`config.mk`:
```
export PLATFORM = sky130hd
export DESIGN_NAME = cpio_newc_stream_parser_core_flat
export DESIGN_NICKNAME = d
export VERILOG_FILES = /design/src/rtl/core/cpio_nsp_pkg.sv /design/src/rtl/core/cpio_nsp_if.sv /design/src/rtl/core/cpio_nsp_parser.sv /design/src/rtl/core/cpio_newc_stream_parser_core.sv /design/src/flat_wrapper.sv
export SDC_FILE = /design/constraint.sdc
export NUM_CORES = 1
export LEC_CHECK = 0
export ABC_AREA = 0
export BUFFER_PORTS_ARGS = -buffer_cell sky130_fd_sc_hd__clkbuf_2
export CAP_MARGIN = 20
export CORE_MARGIN = 3
export CORE_UTILIZATION = 45
export DETAILED_ROUTE_END_ITERATION = 6
export PLACE_DENSITY_LB_ADDON = 0.3
export SLEW_MARGIN = 0
export SYNTH_ARGS = -nofsm -noshare
export SYNTH_HDL_FRONTEND = slang
export SYNTH_SLANG_ARGS = --single-unit
```
`constraint.sdc`:
```
create_clock -name clk -period 5.7 [get_ports clk]
set_input_delay 1.71 -clock clk [delete_from_list [all_inputs] [get_ports clk]]
set_output_delay 1.71 -clock clk [all_outputs]
set_load 0.02 [all_outputs]
```
`src/rtl/core/cpio_nsp_pkg.sv`:
```
package cpio_nsp_pkg;

	typedef enum logic [2:0] {
		PH_HEADER  = 3'd0,
		PH_NAME    = 3'd1,
		PH_NAMEPAD = 3'd2,
		PH_DATA    = 3'd3,
		PH_DATAPAD = 3'd4,
		PH_TRAILER = 3'd5
	} phase_t;

	localparam logic [2:0] REGION_HEADER  = 3'd0;
	localparam logic [2:0] REGION_IGNORED = 3'd5;

	localparam logic [2:0] ERR_NONE         = 3'd0;
	localparam logic [2:0] ERR_BAD_MAGIC    = 3'd1;
	localparam logic [2:0] ERR_BAD_HEX      = 3'd2;
	localparam logic [2:0] ERR_SHORT_HEADER = 3'd3;
	localparam logic [2:0] ERR_SHORT_NAME   = 3'd4;
	localparam logic [2:0] ERR_SHORT_DATA   = 3'd5;

	localparam logic [1:0] KIND_DIR   = 2'd0;
	localparam logic [1:0] KIND_FILE  = 2'd1;
	localparam logic [1:0] KIND_OTHER = 2'd2;

	localparam logic [31:0] MODE_TYPE_MASK = 32'o170000;
	localparam logic [31:0] MODE_TYPE_DIR  = 32'o040000;
	localparam logic [31:0] MODE_TYPE_REG  = 32'o100000;

	localparam logic [6:0] MAGIC_LEN   = 7'd6;
	localparam logic [6:0] HEADER_LAST = 7'd109;

	localparam logic [3:0] FIELD_MODE     = 4'd1;
	localparam logic [3:0] FIELD_FILESIZE = 4'd6;
	localparam logic [3:0] FIELD_NAMESIZE = 4'd11;
	localparam logic [2:0] DIGIT_LAST     = 3'd7;

	localparam logic [3:0] TRAILER_LEN  = 4'd10;
	localparam logic [3:0] NAME_IDX_MAX = 4'd11;

	localparam logic [7:0] MAGIC_CHARS [6] = '{8'h30, 8'h37, 8'h30, 8'h37, 8'h30, 8'h31};
	localparam logic [7:0] TRAILER_CHARS [10] = '{
		8'h54, 8'h52, 8'h41, 8'h49, 8'h4c, 8'h45, 8'h52, 8'h21, 8'h21, 8'h21
	};

	typedef struct packed {
		logic [7:0] data_byte;
		logic       end_of_input;
	} item_t;

	typedef struct packed {
		logic       we;
		logic [1:0] start_phase;
	} cfg_t;

	typedef struct packed {
		logic [7:0]  byte_out;
		logic [2:0]  region;
		logic [1:0]  entry_type;
		logic [31:0] mode;
		logic [31:0] file_size;
		logic [31:0] name_size;
		logic        header_done;
		logic        entry_done;
		logic        trailer_seen;
		logic [2:0]  error_code;
	} result_t;

	function automatic logic [1:0] kind_of_mode(logic [31:0] m);
		logic [31:0] t;
		t = m & MODE_TYPE_MASK;
		if (t == MODE_TYPE_DIR)
			return KIND_DIR;
		if (t == MODE_TYPE_REG)
			return KIND_FILE;
		return KIND_OTHER;
	endfunction

	// bit 4: valid digit, bits 3:0: value
	function automatic logic [4:0] hex_digit(logic [7:0] c);
		logic [7:0] v;
		v = 8'd0;
		if (c inside {[8'h30:8'h39]}) begin
			v = c - 8'h30;
			return {1'b1, v[3:0]};
		end
		if (c inside {[8'h61:8'h66]}) begin
			v = c - 8'h57;
			return {1'b1, v[3:0]};
		end
		if (c inside {[8'h41:8'h46]}) begin
			v = c - 8'h37;
			return {1'b1, v[3:0]};
		end
		return 5'd0;
	endfunction

endpackage

```
`src/rtl/core/cpio_nsp_if.sv`:
```
interface cpio_nsp_in_if;
	logic       valid;
	logic       ready;
	logic [7:0] data_byte;
	logic       end_of_input;

	modport source (output valid, output data_byte, output end_of_input, input ready);
	modport sink (input valid, input data_byte, input end_of_input, output ready);
endinterface

interface cpio_nsp_out_if;
	logic        valid;
	logic        ready;
	logic [7:0]  byte_out;
	logic [2:0]  region;
	logic [1:0]  entry_type;
	logic [31:0] mode;
	logic [31:0] file_size;
	logic [31:0] name_size;
	logic        header_done;
	logic        entry_done;
	logic        trailer_seen;
	logic [2:0]  error_code;

	modport source (
		output valid, output byte_out, output region, output entry_type, output mode,
		output file_size, output name_size, output header_done, output entry_done,
		output trailer_seen, output error_code, input ready
	);
	modport sink (
		input valid, input byte_out, input region, input entry_type, input mode,
		input file_size, input name_size, input header_done, input entry_done,
		input trailer_seen, input error_code, output ready
	);
endinterface

```
`src/rtl/core/cpio_nsp_parser.sv`:
```
module cpio_nsp_parser (
	input  logic                  clk,
	input  logic                  arst_n,
	input  logic                  step,
	input  cpio_nsp_pkg::item_t   item,
	input  cpio_nsp_pkg::cfg_t    cfg,
	output cpio_nsp_pkg::result_t result
);

	cpio_nsp_pkg::phase_t phase_q, n_phase, enter_stage;
	logic [6:0]  count_q, n_count, digit_pos;
	logic [31:0] acc_q, n_acc;
	logic [31:0] mode_q, n_mode;
	logic [31:0] file_size_q, n_file_size;
	logic [31:0] name_size_q, n_name_size;
	logic [31:0] rem_q, n_rem, rem_dec;
	logic [1:0]  byte_phase_q, n_byte_phase, pad;
	logic [3:0]  name_idx_q, n_name_idx;
	logic        tmatch_q, n_tmatch;
	logic        halted_q, n_halted;
	logic [4:0]  hex;
	logic [2:0]  region, err;
	logic        hdone, edone, do_enter;

	always_comb begin
		n_byte_phase = byte_phase_q + 2'd1;
		n_phase      = phase_q;
		n_count      = count_q;
		n_acc        = acc_q;
		n_mode       = mode_q;
		n_file_size  = file_size_q;
		n_name_size  = name_size_q;
		n_rem        = rem_q;
		n_name_idx   = name_idx_q;
		n_tmatch     = tmatch_q;
		n_halted     = halted_q;
		region       = cpio_nsp_pkg::REGION_IGNORED;
		err          = cpio_nsp_pkg::ERR_NONE;
		hdone        = 1'b0;
		edone        = 1'b0;
		do_enter     = 1'b0;
		enter_stage  = cpio_nsp_pkg::PH_NAME;
		pad          = 2'd3 - byte_phase_q;
		hex          = cpio_nsp_pkg::hex_digit(item.data_byte);
		rem_dec      = rem_q - 32'd1;
		digit_pos    = count_q - cpio_nsp_pkg::MAGIC_LEN;

		if (!halted_q && phase_q != cpio_nsp_pkg::PH_TRAILER) begin
			region = phase_q;
			case (phase_q)
				cpio_nsp_pkg::PH_HEADER: begin
					if (count_q == 7'd0) begin
						n_mode      = 32'd0;
						n_file_size = 32'd0;
						n_name_size = 32'd0;
						n_acc       = 32'd0;
					end
					if (count_q < cpio_nsp_pkg::MAGIC_LEN) begin
						if (item.data_byte != cpio_nsp_pkg::MAGIC_CHARS[count_q[2:0]])
							err = cpio_nsp_pkg::ERR_BAD_MAGIC;
					end else if (!hex[4]) begin
						err = cpio_nsp_pkg::ERR_BAD_HEX;
					end else begin
						n_acc = {n_acc[27:0], hex[3:0]};
						if (digit_pos[2:0] == cpio_nsp_pkg::DIGIT_LAST) begin
							case (digit_pos[6:3])
								cpio_nsp_pkg::FIELD_MODE:     n_mode = n_acc;
								cpio_nsp_pkg::FIELD_FILESIZE: n_file_size = n_acc;
								cpio_nsp_pkg::FIELD_NAMESIZE: n_name_size = n_acc;
								default: ;
							endcase
							n_acc = 32'd0;
						end
					end
					if (err == cpio_nsp_pkg::ERR_NONE) begin
						if (count_q >= cpio_nsp_pkg::HEADER_LAST) begin
							hdone       = 1'b1;
							n_name_idx  = 4'd0;
							n_tmatch    = 1'b1;
							enter_stage = cpio_nsp_pkg::PH_NAME;
							do_enter    = 1'b1;
						end else begin
							n_count = count_q + 7'd1;
						end
					end
				end
				cpio_nsp_pkg::PH_NAME: begin
					if (name_idx_q < cpio_nsp_pkg::TRAILER_LEN) begin
						if (item.data_byte != cpio_nsp_pkg::TRAILER_CHARS[name_idx_q])
							n_tmatch = 1'b0;
					end else if (name_idx_q == cpio_nsp_pkg::TRAILER_LEN) begin
						if (item.data_byte != 8'd0)
							n_tmatch = 1'b0;
					end
					if (name_idx_q < cpio_nsp_pkg::NAME_IDX_MAX)
						n_name_idx = name_idx_q + 4'd1;
					n_rem = rem_dec;
					if (rem_dec == 32'd0) begin
						if (n_tmatch && n_name_idx >= cpio_nsp_pkg::TRAILER_LEN) begin
							n_phase = cpio_nsp_pkg::PH_TRAILER;
							edone   = 1'b1;
						end else begin
							enter_stage = cpio_nsp_pkg::PH_NAMEPAD;
							do_enter    = 1'b1;
						end
					end
				end
				default: begin
					n_rem = rem_dec;
					if (rem_dec == 32'd0) begin
						enter_stage = cpio_nsp_pkg::phase_t'(phase_q + 3'd1);
						do_enter    = 1'b1;
					end
				end
			endcase

			// skip empty regions
			if (do_enter) begin
				if (enter_stage <= cpio_nsp_pkg::PH_NAME && n_name_size != 32'd0) begin
					n_phase = cpio_nsp_pkg::PH_NAME;
					n_rem   = n_name_size;
				end else if (enter_stage <= cpio_nsp_pkg::PH_NAMEPAD && pad != 2'd0) begin
					n_phase = cpio_nsp_pkg::PH_NAMEPAD;
					n_rem   = {30'd0, pad};
				end else if (enter_stage <= cpio_nsp_pkg::PH_DATA && n_file_size != 32'd0) begin
					n_phase = cpio_nsp_pkg::PH_DATA;
					n_rem   = n_file_size;
				end else if (enter_stage <= cpio_nsp_pkg::PH_DATAPAD && pad != 2'd0) begin
					n_phase = cpio_nsp_pkg::PH_DATAPAD;
					n_rem   = {30'd0, pad};
				end else begin
					n_phase = cpio_nsp_pkg::PH_HEADER;
					n_count = 7'd0;
					n_rem   = 32'd0;
					edone   = 1'b1;
				end
			end

			if (err != cpio_nsp_pkg::ERR_NONE) begin
				n_halted = 1'b1;
			end else if (item.end_of_input) begin
				if (n_phase == cpio_nsp_pkg::PH_HEADER && n_count != 7'd0)
					err = cpio_nsp_pkg::ERR_SHORT_HEADER;
				else if (n_phase == cpio_nsp_pkg::PH_NAME)
					err = cpio_nsp_pkg::ERR_SHORT_NAME;
				else if ((n_phase == cpio_nsp_pkg::PH_NAMEPAD || n_phase == cpio_nsp_pkg::PH_DATA)
						&& cpio_nsp_pkg::kind_of_mode(n_mode) == cpio_nsp_pkg::KIND_FILE)
					err = cpio_nsp_pkg::ERR_SHORT_DATA;
				n_halted = 1'b1;
			end
		end else if (item.end_of_input) begin
			n_halted = 1'b1;
		end

		result.byte_out     = item.data_byte;
		result.region       = region;
		result.entry_type   = cpio_nsp_pkg::kind_of_mode(n_mode);
		result.mode         = n_mode;
		result.file_size    = n_file_size;
		result.name_size    = n_name_size;
		result.header_done  = hdone;
		result.entry_done   = edone;
		result.trailer_seen = (n_phase == cpio_nsp_pkg::PH_TRAILER);
		result.error_code   = err;
	end

	always_ff @(posedge clk or negedge arst_n) begin
		if (!arst_n) begin
			phase_q      <= cpio_nsp_pkg::PH_HEADER;
			count_q      <= 7'd0;
			acc_q        <= 32'd0;
			mode_q       <= 32'd0;
			file_size_q  <= 32'd0;
			name_size_q  <= 32'd0;
			rem_q        <= 32'd0;
			byte_phase_q <= 2'd0;
			name_idx_q   <= 4'd0;
			tmatch_q     <= 1'b1;
			halted_q     <= 1'b0;
		end else if (cfg.we) begin
			byte_phase_q <= cfg.start_phase;
		end else if (step) begin
			phase_q      <= n_phase;
			count_q      <= n_count;
			acc_q        <= n_acc;
			mode_q       <= n_mode;
			file_size_q  <= n_file_size;
			name_size_q  <= n_name_size;
			rem_q        <= n_rem;
			byte_phase_q <= n_byte_phase;
			name_idx_q   <= n_name_idx;
			tmatch_q     <= n_tmatch;
			halted_q     <= n_halted;
		end
	end

endmodule

```
`src/rtl/core/cpio_newc_stream_parser_core.sv`:
```
// channel   dir  handshake      payload
// in_ch     in   valid/ready    data_byte, end_of_input
// out_ch    out  valid/ready    byte_out, region, entry_type, mode, file_size,
//                               name_size, header_done, entry_done, trailer_seen,
//                               error_code
// cfg       in   cfg_we         cfg_wdata (start_phase)
//
// One byte per cycle sustained while the output is not stalled.
// The byte is held in an input register, the parse step runs between it and the
// output register, and the per-entry state advances once per transaction.
// Reset clears the parse state; the byte phase restarts at zero until cfg_we.
// A stalled output keeps one result and one byte in flight before in_ch.ready drops.
module cpio_newc_stream_parser_core (
	input  logic                   clk,
	input  logic                   arst_n,
	cpio_nsp_in_if.sink            in_ch,
	cpio_nsp_out_if.source         out_ch,
	input  logic                   cfg_we,
	input  logic [1:0]             cfg_wdata
);

	logic                  valid_s1;
	cpio_nsp_pkg::item_t   item_s1;
	logic                  out_valid_q;
	cpio_nsp_pkg::result_t out_q;
	cpio_nsp_pkg::result_t result;
	cpio_nsp_pkg::cfg_t    cfg;
	logic                  advance;
	logic                  in_ready;

	assign advance  = valid_s1 && (!out_valid_q || out_ch.ready);
	assign in_ready = !valid_s1 || advance;
	assign in_ch.ready = in_ready;

	assign cfg.we          = cfg_we;
	assign cfg.start_phase = cfg_wdata;

	always_ff @(posedge clk or negedge arst_n) begin
		if (!arst_n) begin
			valid_s1 <= 1'b0;
		end else if (in_ready) begin
			valid_s1 <= in_ch.valid;
		end
	end

	always_ff @(posedge clk) begin
		if (in_ready && in_ch.valid) begin
			item_s1.data_byte    <= in_ch.data_byte;
			item_s1.end_of_input <= in_ch.end_of_input;
		end
	end

	cpio_nsp_parser u_parser (
		.clk    (clk),
		.arst_n (arst_n),
		.step   (advance),
		.item   (item_s1),
		.cfg    (cfg),
		.result (result)
	);

	always_ff @(posedge clk or negedge arst_n) begin
		if (!arst_n) begin
			out_valid_q <= 1'b0;
		end else if (advance) begin
			out_valid_q <= 1'b1;
		end else if (out_ch.ready) begin
			out_valid_q <= 1'b0;
		end
	end

	always_ff @(posedge clk) begin
		if (advance)
			out_q <= result;
	end

	assign out_ch.valid        = out_valid_q;
	assign out_ch.byte_out     = out_q.byte_out;
	assign out_ch.region       = out_q.region;
	assign out_ch.entry_type   = out_q.entry_type;
	assign out_ch.mode         = out_q.mode;
	assign out_ch.file_size    = out_q.file_size;
	assign out_ch.name_size    = out_q.name_size;
	assign out_ch.header_done  = out_q.header_done;
	assign out_ch.entry_done   = out_q.entry_done;
	assign out_ch.trailer_seen = out_q.trailer_seen;
	assign out_ch.error_code   = out_q.error_code;

	a_ready_only_when_full: assert property (@(posedge clk) disable iff (!arst_n)
		!in_ready |-> (valid_s1 && out_valid_q && !out_ch.ready))
		else $error("input stalled while a stage was free");

	a_error_not_ignored: assert property (@(posedge clk) disable iff (!arst_n)
		(out_valid_q && out_q.error_code != cpio_nsp_pkg::ERR_NONE)
			|-> out_q.region != cpio_nsp_pkg::REGION_IGNORED)
		else $error("error reported on an ignored byte");

	a_header_done_region: assert property (@(posedge clk) disable iff (!arst_n)
		(out_valid_q && out_q.header_done) |-> out_q.region == cpio_nsp_pkg::REGION_HEADER)
		else $error("header_done outside the header region");

	a_trailer_sticky: assert property (@(posedge clk) disable iff (!arst_n)
		(advance && result.trailer_seen) |=> (!advance || result.trailer_seen))
		else $error("trailer_seen dropped before reset");

endmodule
```
`src/flat_wrapper.sv`:
```
// flat-port wrapper written by rule: the top's interface ports become plain ports
module cpio_newc_stream_parser_core_flat 
  (clk, arst_n, cfg_we, cfg_wdata, in_ch_valid, in_ch_data_byte, in_ch_end_of_input, in_ch_ready, out_ch_valid, out_ch_byte_out, out_ch_region, out_ch_entry_type, out_ch_mode, out_ch_file_size, out_ch_name_size, out_ch_header_done, out_ch_entry_done, out_ch_trailer_seen, out_ch_error_code, out_ch_ready);
  cpio_nsp_in_if in_ch_i ();
  cpio_nsp_out_if out_ch_i ();
  input  logic clk;
  input  logic arst_n;
  input  logic cfg_we;
  input  logic [1:0] cfg_wdata;
  input wire logic [$bits(in_ch_i.valid)-1:0] in_ch_valid;
  input wire logic [$bits(in_ch_i.data_byte)-1:0] in_ch_data_byte;
  input wire logic [$bits(in_ch_i.end_of_input)-1:0] in_ch_end_of_input;
  output wire logic [$bits(in_ch_i.ready)-1:0] in_ch_ready;
  output wire logic [$bits(out_ch_i.valid)-1:0] out_ch_valid;
  output wire logic [$bits(out_ch_i.byte_out)-1:0] out_ch_byte_out;
  output wire logic [$bits(out_ch_i.region)-1:0] out_ch_region;
  output wire logic [$bits(out_ch_i.entry_type)-1:0] out_ch_entry_type;
  output wire logic [$bits(out_ch_i.mode)-1:0] out_ch_mode;
  output wire logic [$bits(out_ch_i.file_size)-1:0] out_ch_file_size;
  output wire logic [$bits(out_ch_i.name_size)-1:0] out_ch_name_size;
  output wire logic [$bits(out_ch_i.header_done)-1:0] out_ch_header_done;
  output wire logic [$bits(out_ch_i.entry_done)-1:0] out_ch_entry_done;
  output wire logic [$bits(out_ch_i.trailer_seen)-1:0] out_ch_trailer_seen;
  output wire logic [$bits(out_ch_i.error_code)-1:0] out_ch_error_code;
  input wire logic [$bits(out_ch_i.ready)-1:0] out_ch_ready;
  assign in_ch_i.valid = in_ch_valid;
  assign in_ch_i.data_byte = in_ch_data_byte;
  assign in_ch_i.end_of_input = in_ch_end_of_input;
  assign in_ch_ready = in_ch_i.ready;
  assign out_ch_valid = out_ch_i.valid;
  assign out_ch_byte_out = out_ch_i.byte_out;
  assign out_ch_region = out_ch_i.region;
  assign out_ch_entry_type = out_ch_i.entry_type;
  assign out_ch_mode = out_ch_i.mode;
  assign out_ch_file_size = out_ch_i.file_size;
  assign out_ch_name_size = out_ch_i.name_size;
  assign out_ch_header_done = out_ch_i.header_done;
  assign out_ch_entry_done = out_ch_i.entry_done;
  assign out_ch_trailer_seen = out_ch_i.trailer_seen;
  assign out_ch_error_code = out_ch_i.error_code;
  assign out_ch_i.ready = out_ch_ready;
  cpio_newc_stream_parser_core u_core (.clk(clk), .arst_n(arst_n), .in_ch(in_ch_i), .out_ch(out_ch_i), .cfg_we(cfg_we), .cfg_wdata(cfg_wdata));
endmodule
```
Word level (Yosys, flattened, before mapping) --
Memory sizes are Yosys's and may differ from the RTL's. Index checks and enable logic that the tools add are counted.
Storage, ports and cells: memories kept 2, input bits 16, register bits after elaboration 304, memory bits (read-only) 192, output and inout port bits 117
Memories:
- (no name shown) | words 16, bits a word 8, rd ports 1, clocked after memory_dff 0, write ports 0, line cpio_nsp_parser.sv:89 | if (item.data_byte != cpio_nsp_pkg::TRAILER_CHARS[name_idx_q])
- (no name shown) | words 8, bits a word 8, rd ports 1, clocked after memory_dff 0, write ports 0, line cpio_nsp_parser.sv:59 | if (item.data_byte != cpio_nsp_pkg::MAGIC_CHARS[count_q[2:0]])
Cells by class: magnitude comparators 17, $add $sub $neg 10, eq/ne operators 21, reductions and logical operators 39, multiplexer cells 152, bitwise logic cells 3
Operators with widths (number):
- two-way mux 32 bit | 33
- two-way mux 3 bit | 22
- nonzero test 32 bit | 2
- two-way mux 7 bit | 9
- two-way mux 1 bit | 50
- two-way mux 2 bit | 19
- logical NOT 32 bit | 1
- two-way mux 8 bit | 4
- subtractor 32 x 1 -> 32 bit (second input constant) | 1
- two-way mux 5 bit | 6
- two-way mux 4 bit | 5
- == test 4 bit (second input constant) | 4
- >= comparator 8 x 7 -> 1 bit (second input constant) | 2
- less-or-equal comparator 8 x 7 -> 1 bit (second input constant) | 2
- != test 8 bit | 2
- logical AND 1 bit | 13
- == test 4 x 3 -> 1 bit (second input constant) | 3
- logical NOT 3 bit | 3
- >= comparator 4 bit (second input constant) | 2
- >= comparator 8 x 6 -> 1 bit (second input constant) | 1
- less-or-equal comparator 8 x 6 -> 1 bit (second input constant) | 1
- < comparator 4 bit (second input constant) | 2
- case mux 4 bit (2 select lines) | 1
- AND reduction 4 bit | 2
- other kinds (36) | 52

Longest topological paths before layout --
Gate-level depths: netlist (run 1).
depth after elaboration 48, depth in mapped cells 16, mapped depth without buffers 12

Cells and area by module --
Synthesis (run 1) repeated with hierarchy kept, for this count alone.
Unflattened totals: cell total of the unflattened synthesis 1581, area total of the unflattened synthesis 16072.9 um2
By module, submodules not included:
- cpio_nsp_parser | area an instance 12245.5 um2, instances 1, cells an instance 1449
- cpio_newc_stream_parser_core | area an instance 3827.4 um2, instances 1, cells an instance 132

Worst setup path before layout (run 1) --
No wires, ideal clock.
path kind in2reg, from input port out_ch_ready, to register u_core.out_q (netlist bit u_core.out_ch.byte_out[0]) (enable), cell stages on the path 3, path buffers 0, slack 1.028 ns, setup time 0.468 ns, required time 5.232 ns, arrival 4.204 ns, cell sequence nand2b_1 nand2_1 inv_1
Between the ends: cells in the longest elaborated chain, start to end 2
Ends and longest elaborated chain:
- start, declared | line flat_wrapper.sv:25 | input wire logic [$bits(out_ch_i.ready)-1:0] out_ch_ready;
- logical OR 1 bit | line cpio_newc_stream_parser_core.sv:31 | assign advance = valid_s1 && (!out_valid_q || out_ch.ready);
- logical AND 1 bit | line cpio_newc_stream_parser_core.sv:31
- via u_core.advance | line cpio_newc_stream_parser_core.sv:28 | logic advance;
- end signal, assigned | line cpio_newc_stream_parser_core.sv:74 | out_q <= result;
- end, declared | line cpio_newc_stream_parser_core.sv:25 | cpio_nsp_pkg::result_t out_q;
The timed path passes the listed nets, and every way through them passes these cells. A chain may end at the register's enable or synchronous reset.

Worst setup path in the final report (run 1) --
from register u_core.u_parser.count_q[2], to register u_core.out_q (netlist bit u_core.out_ch.error_code[0]), data pin
Between the ends: cells in the longest elaborated chain, start to end 30, elaborated cells on any way between the ends 103
Ends and longest elaborated chain:
- start, declared | line cpio_nsp_parser.sv:11 | logic [6:0] count_q, n_count, digit_pos;
- start signal, assigned | line cpio_nsp_parser.sv:184 | count_q <= n_count;
- subtractor 7 x 3 -> 7 bit / logical NOT 7 bit (equally long branches) | line cpio_nsp_parser.sv:46, cpio_nsp_parser.sv:52
- == test 4 x 1 -> 1 bit / two-way mux 32 bit (equally long branches) | line cpio_nsp_parser.sv:66, cpio_nsp_parser.sv:52
- two-way mux 32 bit | line cpio_nsp_parser.sv:66 | case (digit_pos[6:3])
- two-way mux 32 bit | line cpio_nsp_parser.sv:65 | if (digit_pos[2:0] == cpio_nsp_pkg::DIGIT_LAST) begin
- two-way mux 32 bit | line cpio_nsp_parser.sv:61 | end else if (!hex[4]) begin
- two-way mux 32 bit | line cpio_nsp_parser.sv:58 | if (count_q < cpio_nsp_pkg::MAGIC_LEN) begin
- two-way mux 32 bit | line cpio_nsp_parser.sv:50 | case (phase_q)
- two-way mux 32 bit | line cpio_nsp_parser.sv:48 | if (!halted_q && phase_q != cpio_nsp_pkg::PH_TRAILER) begin
- (+14 left out)
- two-way mux 2 bit | line cpio_nsp_parser.sv:48
- == test 2 x 1 -> 1 bit | line cpio_nsp_parser.sv:147 | && cpio_nsp_pkg::kind_of_mode(n_mode) == cpio_nsp_pkg::KIND_FILE)
- logical AND 1 bit | line cpio_nsp_parser.sv:147
- two-way mux 3 bit | line cpio_nsp_parser.sv:146 | else if ((n_phase == cpio_nsp_pkg::PH_NAMEPAD || n_phase == cpio_nsp_pkg::PH_DATA)
- two-way mux 3 bit | line cpio_nsp_parser.sv:144 | else if (n_phase == cpio_nsp_pkg::PH_NAME)
- two-way mux 3 bit | line cpio_nsp_parser.sv:142 | if (n_phase == cpio_nsp_pkg::PH_HEADER && n_count != 7'd0)
- two-way mux 3 bit | line cpio_nsp_parser.sv:141 | end else if (item.end_of_input) begin
- two-way mux 3 bit * | line cpio_nsp_parser.sv:139 | if (err != cpio_nsp_pkg::ERR_NONE) begin
Mark *: on every way between the ends. The rest lies on a longest branch, timed or not. The select of a mux whose other input is x is not followed.

==> metrics.md, run 1 <==
| Metric | Value |
|---|---|
| Status | completed |
| Finished Core Util | 0.522 |
| Vias in the first global route | 12.7k |
| Max FO, Critical Path | 17 |
| Cell Count, Final, Fillers Out | 2,029 |
| NumNets Final | 1,592 |
| Main combinational cell family by area after synthesis | compound AO/OA/AOI/OAI gates |
| Asr flop ratio synth | 0.587 |
| CTS clk-pin slew, worst paths | 0.06 ns |
| Buffers and inverters on the worst path | 0 |
| Post-cts resize count | 0 |
| CP Class | flop to flop |
| Met1 Use GR | 0.371 |
| WP data required | 6.02 ns |
| Crit. End Element | flop |
| Final setup viols | 0 |
| Post-synthesis xor/xnor area fraction | 0.00838 |
| Cts hold-fix bufs | 0 |
| Initial Util | 0.462 |
| Max Root-Sink Buffers | 3 |
| Grt ovf | 0 |
| Worst-skew pair later-pin latency | 0.60 ns |
| Synth Instances | 1,494 |
| Final setup margin | 0.647 ns |
| CTS tree | done |
| Worst hold path class | flop to flop |
| Hold Crit Depth | 2 |
| Final Cycle Share | 0.887 |
| DPL Wire Length | 33,300 um |
| Worst path cell trace | ha_1, and3b_1, a31oi_1, a211o_1, o221ai_1, a2111oi_0, nand2_1, a21boi_0, o211ai_1, nand4b_1, o211ai_1 |
| Top_reg_cell synth | dfrtp_1 |
| # rows | 67 |
| Synth cell types | 87 |
| Ys Warns | 0 |
| Layout area overhead | 13.1% |
| Routed vias | 13.4k |
| Setup crit start kind | flop |
| I/O pin cnt | 133 |
| Post-synthesis sequential area ratio | 0.518 |
| Post-CTS setup buffer count | 0 |
| Power Dens Cells | 285 mW/mm^2 |
| Dpl ws | 0.870 ns |
| Max_slew headroom | 0.235 |
| Syn avg cell area | 10.5 sq um |
| R2R Path Start | u_core.u_parser.count_q[2]$_DFFE_PN0P_ |
| Port buffer count | 132 |
| Top cell by count, worst path | o211ai_1 |
| CP delay by family, top | compound AO/OA/AOI/OAI gates |
| H-tree Lvls | 1 |
| CTS root buffer | clkbuf_16 |
| Die Height | 193 um |
| Adder-Cell Fraction of Synth Area | 0.0160 |
| CTS Buf Count | 31 |
| CP max-delay cell | a2111oi_0 |
| Initial DRC Count | 1,614 |
| Commonest non-fill, non-tap cells in the layout | 230 x a22o_1, 175 x dfrtp_1, 131 x clkbuf_2 |
| First-pass GRT wire length | 75,600 um |
| Clock Skew | 0.0124 ns |
| Placed Cells | 1,965 |
| Pins Over Slew Limit | 0 |
| Worst slew pin tran | 1.15 ns |
| Leading cell type in the layout, fill and taps excluded | a22o_1 |
| GR Util met2 | 0.393 |
| Pin count of the biggest net entering global routing | 91 |
| Clk sink count | 300 |
| GR Util met3 | 0.0632 |
| Most Used Layer, Global Route | met2 |
| Share of layout cells above drive strength 1 | 0.161 |
| Final ANT Viol Nets | 0 |
| Worst hold slack | 0.484 ns |
| Gp weighted congestion | 0.981 |
| GRT Overall Usage | 0.261 |
| Setup slack, reg-to-reg | 0.65 ns |
| Clock period minus worst slack | 5.05 ns |
| Leakage | 6.96 nW |
| Min-Delay Endpoint | u_core.u_parser.mode_q[2]$_DFFE_PN0P_ |
| Maximum clock rate | 198 MHz |
| Count of final hold-check violations | 0 |
| Critical Path Max Stage Delay | 0.88 ns |
| Max cap viols | 0 |
| Die X | 193 um |
| Worst reg2reg endpoint | u_core.out_ch.error_code[0]$_SDFFCE_PN0P_ |
| # fillers | 3,009 |
| ANT cells | 0 |
| Core area | 0.0340 sq mm |
| Post-synthesis register bit count | 300 |
| Fraction of synthesized area in multiplexers | 0.00774 |
| Reg2Reg Depth | 11 |
| Die area | 0.0371 sq mm |
| RSZ-0062 raised after global routing | no |
| Post-Synth Simple-Gate Area | 0.150 |
| Net Count, Synth | 1,530 |
| Compound-gate portion of the synthesized area | 0.257 |
| Critical Path AT | 5.37 ns |
| Antenna violations before repair | 0 |
| Wire length per cell | 24.2 um |
| Mapped Area | 0.0157 sq mm |
| DRC | 0 |
| Pre-antenna DRT Iters | 5 |
| Avg Vias per Cell | 6.61 |
| Post-route setup TNS | 0 ns |
| VDD IR max | 0.257 mV |
| Worst Hold Launch | u_core.u_parser.mode_q[2]$_DFFE_PN0P_ |
| Final WL | 49,200 um |
| Number of synthesized flops with an enable pin | 124 |
## metal layers
layer,routed length [um],share of wire,up-vias
met5,0,0,-
met4,1650,0.034,0
met3,4740,0.096,112
met2,22000,0.45,728
met1,20800,0.42,6614
li1,-,-,5950
## synthesized netlist by cell type (7+ instances only)
library cell  count  area, sq um
a22o_1          230         2010
dfrtp_1         175         4380
edfxtp_1        124         3720
nand2_1         119          447
clkbuf_1        105          394
o21ai_0          96          480
nor2_1           73          274
a21oi_1          56          280
nor4_1           46          288
nand3_1          31          155
a22oi_1          28          210
inv_1            27          101
nor3_1           26          130
nand4_1          24          150
buf_2            20          100
ha_1             20          250
a211oi_1         15          113
a31oi_1          14         87.6
nand2b_1         14         87.6
or3_1            14         87.6
and3_1           13         81.3
mux2i_1          11          110
o211ai_1         11         82.6
o21ai_1          11         55.1
and2_1            9         56.3
xnor2_1           9         78.8
nor2b_1           8         50.1
o22ai_1           8         50.1
or4_1             8         60.1
buf_1             7         26.3
nand3b_1          7         52.6
nor3b_1           7         52.6
or2_2             7         43.8
## flip-flops by register name, indices dropped and copies added, names as in the netlist, 2 cells and up
signal	cells
u_core.out_ch.file_size	32
u_core.out_ch.name_size	32
u_core.u_parser.count_q	7
u_core.item_s1	9
u_core.out_ch.error_code	3
u_core.u_parser.mode_q	32
u_core.out_ch.entry_type	2
u_core.u_parser.name_idx_q	4
u_core.u_parser.rem_q	32
u_core.out_ch.mode	32
u_core.u_parser.byte_phase_q	2
u_core.out_ch.region	3
u_core.u_parser.acc_q	28
u_core.u_parser.phase_q	3
u_core.u_parser.file_size_q	32
u_core.out_ch.byte_out	8
u_core.u_parser.name_size_q	32
## how the worst max path moves through the flow
stage                                                 from                                         to  slack (ns)  cells after the start
floorplan                                     out_ch_ready        u_core.out_ch.byte_out[0]$_DFFE_PP_        1.03                      3
global placement    u_core.u_parser.count_q[2]$_DFFE_PN0P_  u_core.out_ch.error_code[0]$_SDFFCE_PN0P_        0.89                     11
detailed placement  u_core.u_parser.count_q[2]$_DFFE_PN0P_  u_core.out_ch.error_code[0]$_SDFFCE_PN0P_        0.87                     11
CTS                 u_core.u_parser.count_q[2]$_DFFE_PN0P_  u_core.out_ch.error_code[0]$_SDFFCE_PN0P_        0.84                     11
global route        u_core.u_parser.count_q[2]$_DFFE_PN0P_  u_core.out_ch.error_code[0]$_SDFFCE_PN0P_        0.45                     11
finish              u_core.u_parser.count_q[2]$_DFFE_PN0P_  u_core.out_ch.error_code[0]$_SDFFCE_PN0P_        0.65                     11
## power breakdown
group	total, W	internal (W)	switching, W
clock network	0.00202	0.00114	0.000882
logic	0.000639	0.000181	0.000459
registers	0.00240	0.00234	0.0000598
total	0.00506	0.00366	0.00140
## worst reg2reg max path: cells and delay by family, from the launching register on
kind	cells	cell delay, ns
AOI/OAI and AO/OA	7	2.87
adders and majority gates	1	0.50
DFF	1	0.61
and+or+nand+nor	3	0.79
## area by class of cell
cell class                      instances  area [sq um]  share of cell area
Inverter                               27           104             0.00585
Timing Repair Buffer                  165          1000              0.0565
Multi-Input combinational cell       1031          6950               0.392
Tap cell                              448           561              0.0316
Clock inverter                         15           146             0.00825
Clock buffer                           43           851              0.0480
Sequential cell                       300          8130               0.458
## per-stage QoR
stage	power, W	instance area (sq um)
6_report	0.00506	17700
2_1_floorplan	0.00283	15700
3_5_place_dp	0.00307	16600
3_3_place_gp	0.00305	16600
4_1_cts	0.00508	17600
5_1_grt	0.00524	17700
## cells by family after synthesis
family	after synthesis
muxes	12
and+or+nand+nor	440
adders and majority gates	20
DFF	300
xor gates and xnor gates	15
buffers and inverters	163
AOI/OAI and AO/OA	544
No activity file was read; power rests on OpenSTA's default activity.
==> run 2: changes to the inputs <==
GPL_TIMING_DRIVEN = 0   (was unset)
clock period = 4.2 ns   (was 5.7 ns; I/O delays follow)
==> metrics.md, run 2 (synthesized netlist as in run 1, its figures left out) <==
| Metric | Value |
|---|---|
| R2R Path Start | u_core.u_parser.count_q[0]$_DFFE_PN0P_ |
| # rows | 67 |
| Die Height | 193 um |
| Worst reg2reg endpoint | u_core.u_parser.rem_q[1]$_DFFE_PN0P_ |
| Cell Count, Final, Fillers Out | 2,154 |
| Core area | 0.0340 sq mm |
| Internal power | 0.00519 W |
| Sequential power share | 0.451 |
| Crit. End Element | flop |
| Max cap viols | 0 |
| RSZ-0062 raised after global routing | yes |
| Setup crit start kind | flop |
| Final WL | 52,300 um |
| Sw frac | 0.279 |
| Count of final hold-check violations | 0 |
| Avg Vias per Cell | 6.56 |
| Max Root-Sink Buffers | 3 |
| Wire length per cell | 24.3 um |
| Final setup viols | 0 |
| Pins Over Slew Limit | 0 |
| Clock network fraction of total power | 0.419 |
| Worst Hold Launch | u_core.item_s1[4]$_DFFE_PP_ |
| CTS root buffer | clkbuf_16 |
| NumNets Final | 1,716 |
| Initial DRC Count | 1,848 |
| Share of layout cells above drive strength 1 | 0.177 |
| Clock Skew | 0.0265 ns |
| Final Cycle Share | 0.970 |
| Total power draw | 0.00719 W |
| CP Class | flop to flop |
| Pin count of the biggest net entering global routing | 113 |
| Max FO, Critical Path | 10 |
| Routed vias | 14.1k |
| WP data required | 4.60 ns |
| Leakage | 7.20 nW |
| Vias in the first global route | 13.5k |
| Cts hold-fix bufs | 0 |
| CTS tree | done |
| Worst-skew pair later-pin latency | 0.54 ns |
| Power Dens Cells | 389 mW/mm^2 |
| Comb pwr share | 0.130 |
| Grt ovf | 0 |
| Min-Delay Endpoint | u_core.out_ch.byte_out[3]$_DFFE_PP_ |
| DRC | 0 |
| Layout area overhead | 17.9% |
| VDD IR max | 0.254 mV |
| Final ANT Viol Nets | 0 |
| Die area | 0.0371 sq mm |
| Worst hold slack | 0.451 ns |
| Clock period minus worst slack | 4.07 ns |
| Setup slack, reg-to-reg | 0.13 ns |
| I/O pin cnt | 133 |
| Leading cell type in the layout, fill and taps excluded | a22o_1 |
| Status | completed |
| First-pass GRT wire length | 79,900 um |
| Max_slew headroom | 0.318 |
| Pre-antenna DRT Iters | 7 |
| Die X | 193 um |
| Clk sink count | 300 |
| Port buffer count | 132 |
| Initial Util | 0.462 |
| CTS clk-pin slew, worst paths | 0.06 ns |
| Commonest non-fill, non-tap cells in the layout | 230 x a22o_1, 174 x dfrtp_1, 137 x clkbuf_2 |
| Worst slew pin tran | 1.02 ns |
| Gp weighted congestion | 0.955 |
| Placed Cells | 2,077 |
| Antenna violations before repair | 2 |
| NetSw | 0.00200 W |
| Critical Path AT | 4.47 ns |
| CTS Buf Count | 34 |
| Hold Crit Depth | 0 |
| DPL Wire Length | 36,900 um |
| H-tree Lvls | 2 |
| Reg2Reg Depth | 14 |
| GRT Overall Usage | 0.278 |
| ANT cells | 0 |
| Maximum clock rate | 245 MHz |
| Worst hold path class | flop to flop |
[run 2: changes by cell type in the layout (fill, tap and decap cells not counted), moves of 4 or more]
| cell | previous run | this run |
|---|---|---|
| clkbuf_16 | 32 | 36 |
| buf_2 | 0 | 18 |
| nor3_1 | 26 | 22 |
| o21ai_2 | 8 | 1 |
| buf_4 | 24 | 18 |
| clkinv_1 | 5 | 1 |
| clkbuf_2 | 131 | 137 |
| buf_8 | 6 | 0 |
| o21ai_1 | 3 | 11 |
| clkbuf_1 | 9 | 106 |
| buf_1 | 0 | 7 |
[run 2: worst max-delay path by stage]
stage                                              to  slack [ns]                                   start
2_1_floorplan     u_core.out_ch.byte_out[0]$_DFFE_PP_        0.45                            out_ch_ready
3_5_place_dp     u_core.u_parser.rem_q[0]$_DFFE_PN0P_       -0.44             u_core.item_s1[1]$_DFFE_PP_
3_3_place_gp   u_core.u_parser.mode_q[26]$_DFFE_PN0P_       -1.62                                  arst_n
6_report         u_core.u_parser.rem_q[1]$_DFFE_PN0P_        0.13  u_core.u_parser.count_q[0]$_DFFE_PN0P_
4_1_cts          u_core.u_parser.rem_q[0]$_DFFE_PN0P_       -0.11             u_core.item_s1[1]$_DFFE_PP_
5_1_grt          u_core.u_parser.rem_q[0]$_DFFE_PN0P_       -0.03  u_core.u_parser.count_q[1]$_DFFE_PN0P_
[run 2: area by class of cell]
| cell class | instances | area [sq um] |
|---|---|---|
| fill | 3003 | 15500 |
| sequential | 300 | 8130 |
| multi-input combinational | 1031 | 7130 |
| clock buffer | 50 | 1000 |
| timing repair buffer | 151 | 870 |
| buffer | 135 | 571 |
| tap | 448 | 561 |
| clock inverter | 12 | 131 |
| inverter | 27 | 105 |
[run 2: worst max-delay path, stage by stage (launching register included)]
cell and delay, ns:
dfrtp_1 0.42, clkbuf_1 0.26, inv_1 0.11, ha_1 0.18, or4b_2 0.67, nor3_2 0.26, a211oi_1 0.10, mux2_2 0.29
nor4_1 0.33, nand2_1 0.21, o211ai_1 0.21, nor2_2 0.09, clkbuf_4 0.22, a221oi_1 0.44, a21oi_1 0.12
[run 2: per-stage QoR]
step | area (sq um) | setup TNS, ns | util | setup slack (ns)
6_report | 18500 | 0 | 0.545 | 0.126
5_1_grt | 18500 | -0.0343 | 0.545 | -0.0289
4_1_cts | 18200 | -0.110 | 0.537 | -0.110
3_5_place_dp | 17000 | -26.16 | 0.500 | -0.439
3_3_place_gp | 16900 | -378.80 | 0.498 | -1.62
2_1_floorplan | 15700 | 0 | - | 0.448
[run 2: repair_timing]
| item | 4_1_cts | 5_1_grt |
|---|---|---|
| resized for setup | 20 | 45 |
| setup endpoints to repair | 132 | 146 |
| pin swaps | 5 | 11 |
| setup buffers | 1 | 15 |
| cloned | 0 | 0 |
[run 2: power groups by stage]
stage	logic [W]	registers, W	clock network [W]
2_1_floorplan	0.000457	0.00339	0
3_3_place_gp	0.000846	0.00331	0
3_5_place_dp	0.000872	0.00330	0
4_1_cts	0.000890	0.00325	0.00306
5_1_grt	0.00100	0.00326	0.00318
6_report	0.000932	0.00325	0.00301
[run 2: layer usage]
| metal | vias to the layer above | GRT usage | share of wire |
|---|---|---|---|
| li1 | 6199 | - | - |
| met5 | - | 0 | 0.00046 |
| met4 | 4 | 0.0815 | 0.033 |
| met1 | 6987 | 0.387 | 0.41 |
| met3 | 138 | 0.0541 | 0.095 |
| met2 | 806 | 0.443 | 0.46 |
==> run 3: changes to the inputs <==
CTS_CLUSTER_DIAMETER = 30   (was unset)
GPL_TIMING_DRIVEN = 1   (was 0)
PLACE_DENSITY = 0.72   (was unset)
PLACE_DENSITY_LB_ADDON = unset   (was 0.3)
==> metrics.md, run 3 (synthesized netlist as in run 1, its figures left out) <==
| Metric | Value |
|---|---|
| Die X | 193 um |
| Final WL | 50,700 um |
| GRT Overall Usage | 0.271 |
| H-tree Lvls | 2 |
| CTS Buf Count | 61 |
| Power Dens Cells | 471 mW/mm^2 |
| Worst path cell trace | or4_1, or4_1, xnor2_1, a2111oi_0, nand4_1, buf_4, or3_1, a31oi_1, o211ai_1, buf_4, a21o_1, a32o_1 |
| Initial Util | 0.462 |
| Routed vias | 14.0k |
| Port buffer count | 132 |
| ANT cells | 0 |
| Worst hold path class | flop to flop |
| Max_slew headroom | 0.374 |
| Critical Path AT | 4.57 ns |
| Core area | 0.0340 sq mm |
| Worst-skew pair later-pin latency | 0.61 ns |
| Sw frac | 0.266 |
| Comb pwr share | 0.099 |
| Setup slack, reg-to-reg | 0.08 ns |
| Critical Path Max Stage Delay | 0.65 ns |
| Final ANT Viol Nets | 0 |
| Avg Vias per Cell | 6.54 |
| DRC | 0 |
| Share of layout cells above drive strength 1 | 0.225 |
| Status | completed |
| Final Cycle Share | 0.980 |
| Clk sink count | 300 |
| Layout area overhead | 23.3% |
| Clock Skew | 0.0478 ns |
| Pin count of the biggest net entering global routing | 70 |
| CP Class | flop to flop |
| Worst slew pin tran | 0.939 ns |
| Antenna violations before repair | 1 |
| Leading cell type in the layout, fill and taps excluded | a22o_1 |
| Internal power | 0.00669 W |
| Placed Cells | 2,018 |
| Maximum clock rate | 243 MHz |
| Count of final hold-check violations | 0 |
| First-pass GRT wire length | 78,900 um |
| Pins Over Slew Limit | 0 |
| Initial DRC Count | 1,620 |
| Commonest non-fill, non-tap cells in the layout | 230 x a22o_1, 174 x dfrtp_1, 131 x clkbuf_2 |
| Max cap viols | 0 |
| Wire length per cell | 23.7 um |
| CTS tree | done |
| Final instance area | 0.0193 sq mm |
| Gp weighted congestion | 0.962 |
| Clock network fraction of total power | 0.543 |
| CTS clk-pin slew, worst paths | 0.05 ns |
| Die Height | 193 um |
| Die area | 0.0371 sq mm |
| CTS root buffer | clkbuf_16 |
| CP delay by family, top | simple AND/OR/NAND/NOR gates |
| Vias in the first global route | 13.5k |
| Max FO, Critical Path | 11 |
| Buffers and inverters on the worst path | 2 |
| # rows | 67 |
| Clock period minus worst slack | 4.12 ns |
| I/O pin cnt | 133 |
| Pre-antenna DRT Iters | 7 |
| Final setup viols | 0 |
| WP data required | 4.65 ns |
| DPL Wire Length | 34,300 um |
| NumNets Final | 1,674 |
| Leakage | 7.76 nW |
| Cell Count, Final, Fillers Out | 2,139 |
| Max Root-Sink Buffers | 3 |
| Crit. End Element | flop |
| Placed Area | 0.0171 sq mm |
| Cts hold-fix bufs | 0 |
| Grt ovf | 0 |
| CP max-delay cell | or4_1 |
| VDD IR max | 0.354 mV |
| Setup crit start kind | flop |
| NetSw | 0.00242 W |
| Sequential power share | 0.358 |
## run 3: worst register-to-register path, delay by kind of cell, from the launching register on
family / cells / cell delay, ns
buf+inv: 2 / 0.39
xor+xnor: 1 / 0.18
simple gates: 4 / 1.75
flops: 1 / 0.43
compound gates: 5 / 1.24
## run 3: worst paths after layout
kind / end / depth (start not counted) / start
max in group asynchronous: u_core.u_parser.file_size_q[6]$_DFFE_PN0P_ / 2 / arst_n
worst max register to register: u_core.u_parser.count_q[5]$_DFFE_PN0P_ / 12 / u_core.u_parser.rem_q[0]$_DFFE_PN0P_
worst max-delay path: u_core.u_parser.count_q[5]$_DFFE_PN0P_ / 12 / u_core.u_parser.rem_q[0]$_DFFE_PN0P_
worst min-delay path: u_core.u_parser.mode_q[27]$_DFFE_PN0P_ / 1 / u_core.u_parser.mode_q[27]$_DFFE_PN0P_
worst min register to register: u_core.u_parser.mode_q[27]$_DFFE_PN0P_ / 1 / u_core.u_parser.mode_q[27]$_DFFE_PN0P_
min in group asynchronous: u_core.u_parser.mode_q[13]$_DFFE_PN0P_ / 1 / arst_n
## run 3: final cells by class
class | count | area [sq um]
Clock buffer | 69 | 1620
Clock inverter | 47 | 552
Fill cell | 2840 | 14600
Inverter | 27 | 105
Multi-Input combinational cell | 1031 | 6990
Sequential cell | 300 | 8130
Tap cell | 448 | 561
Timing Repair Buffer | 217 | 1380
## run 3: metal layers
metal,GRT usage,vias up,part of all wire
li1,-,6135,-
met1,0.383,6865,0.42
met2,0.416,835,0.45
met3,0.0543,149,0.088
met4,0.0978,0,0.038
met5,0,-,0
## run 3: power by group through the flow
| stage | clock [W] | sequential (W) | combinational (W) |
|---|---|---|---|
| after floorplan | 0 | 0.00339 | 0.000457 |
| after global placement | 0 | 0.00331 | 0.000867 |
| after detailed placement | 0 | 0.00331 | 0.000879 |
| after CTS | 0.00501 | 0.00326 | 0.000887 |
| after global routing | 0.00517 | 0.00327 | 0.000976 |
| final | 0.00495 | 0.00326 | 0.000901 |
## run 3: repair_timing
item                       CTS  global route
buffers inserted             0             2
setup endpoints to repair    0            38
resized for setup            0            13
## run 3: per-stage QoR
stage / setup TNS, ns / power (W) / worst slack (ns) / hold WS, ns / utilization
after global routing: -0.0219 / 0.00942 / -0.0169 / 0.509 / 0.570
after floorplan: 0 / 0.00384 / 0.448 / 0.424 / -
final: 0 / 0.00911 / 0.0824 / 0.495 / 0.570
after CTS: 0 / 0.00916 / 0.0425 / 0.497 / 0.567
after detailed placement: 0 / 0.00419 / 0.0862 / 0.486 / 0.503
after global placement: 0 / 0.00417 / 0.143 / 0.469 / 0.503
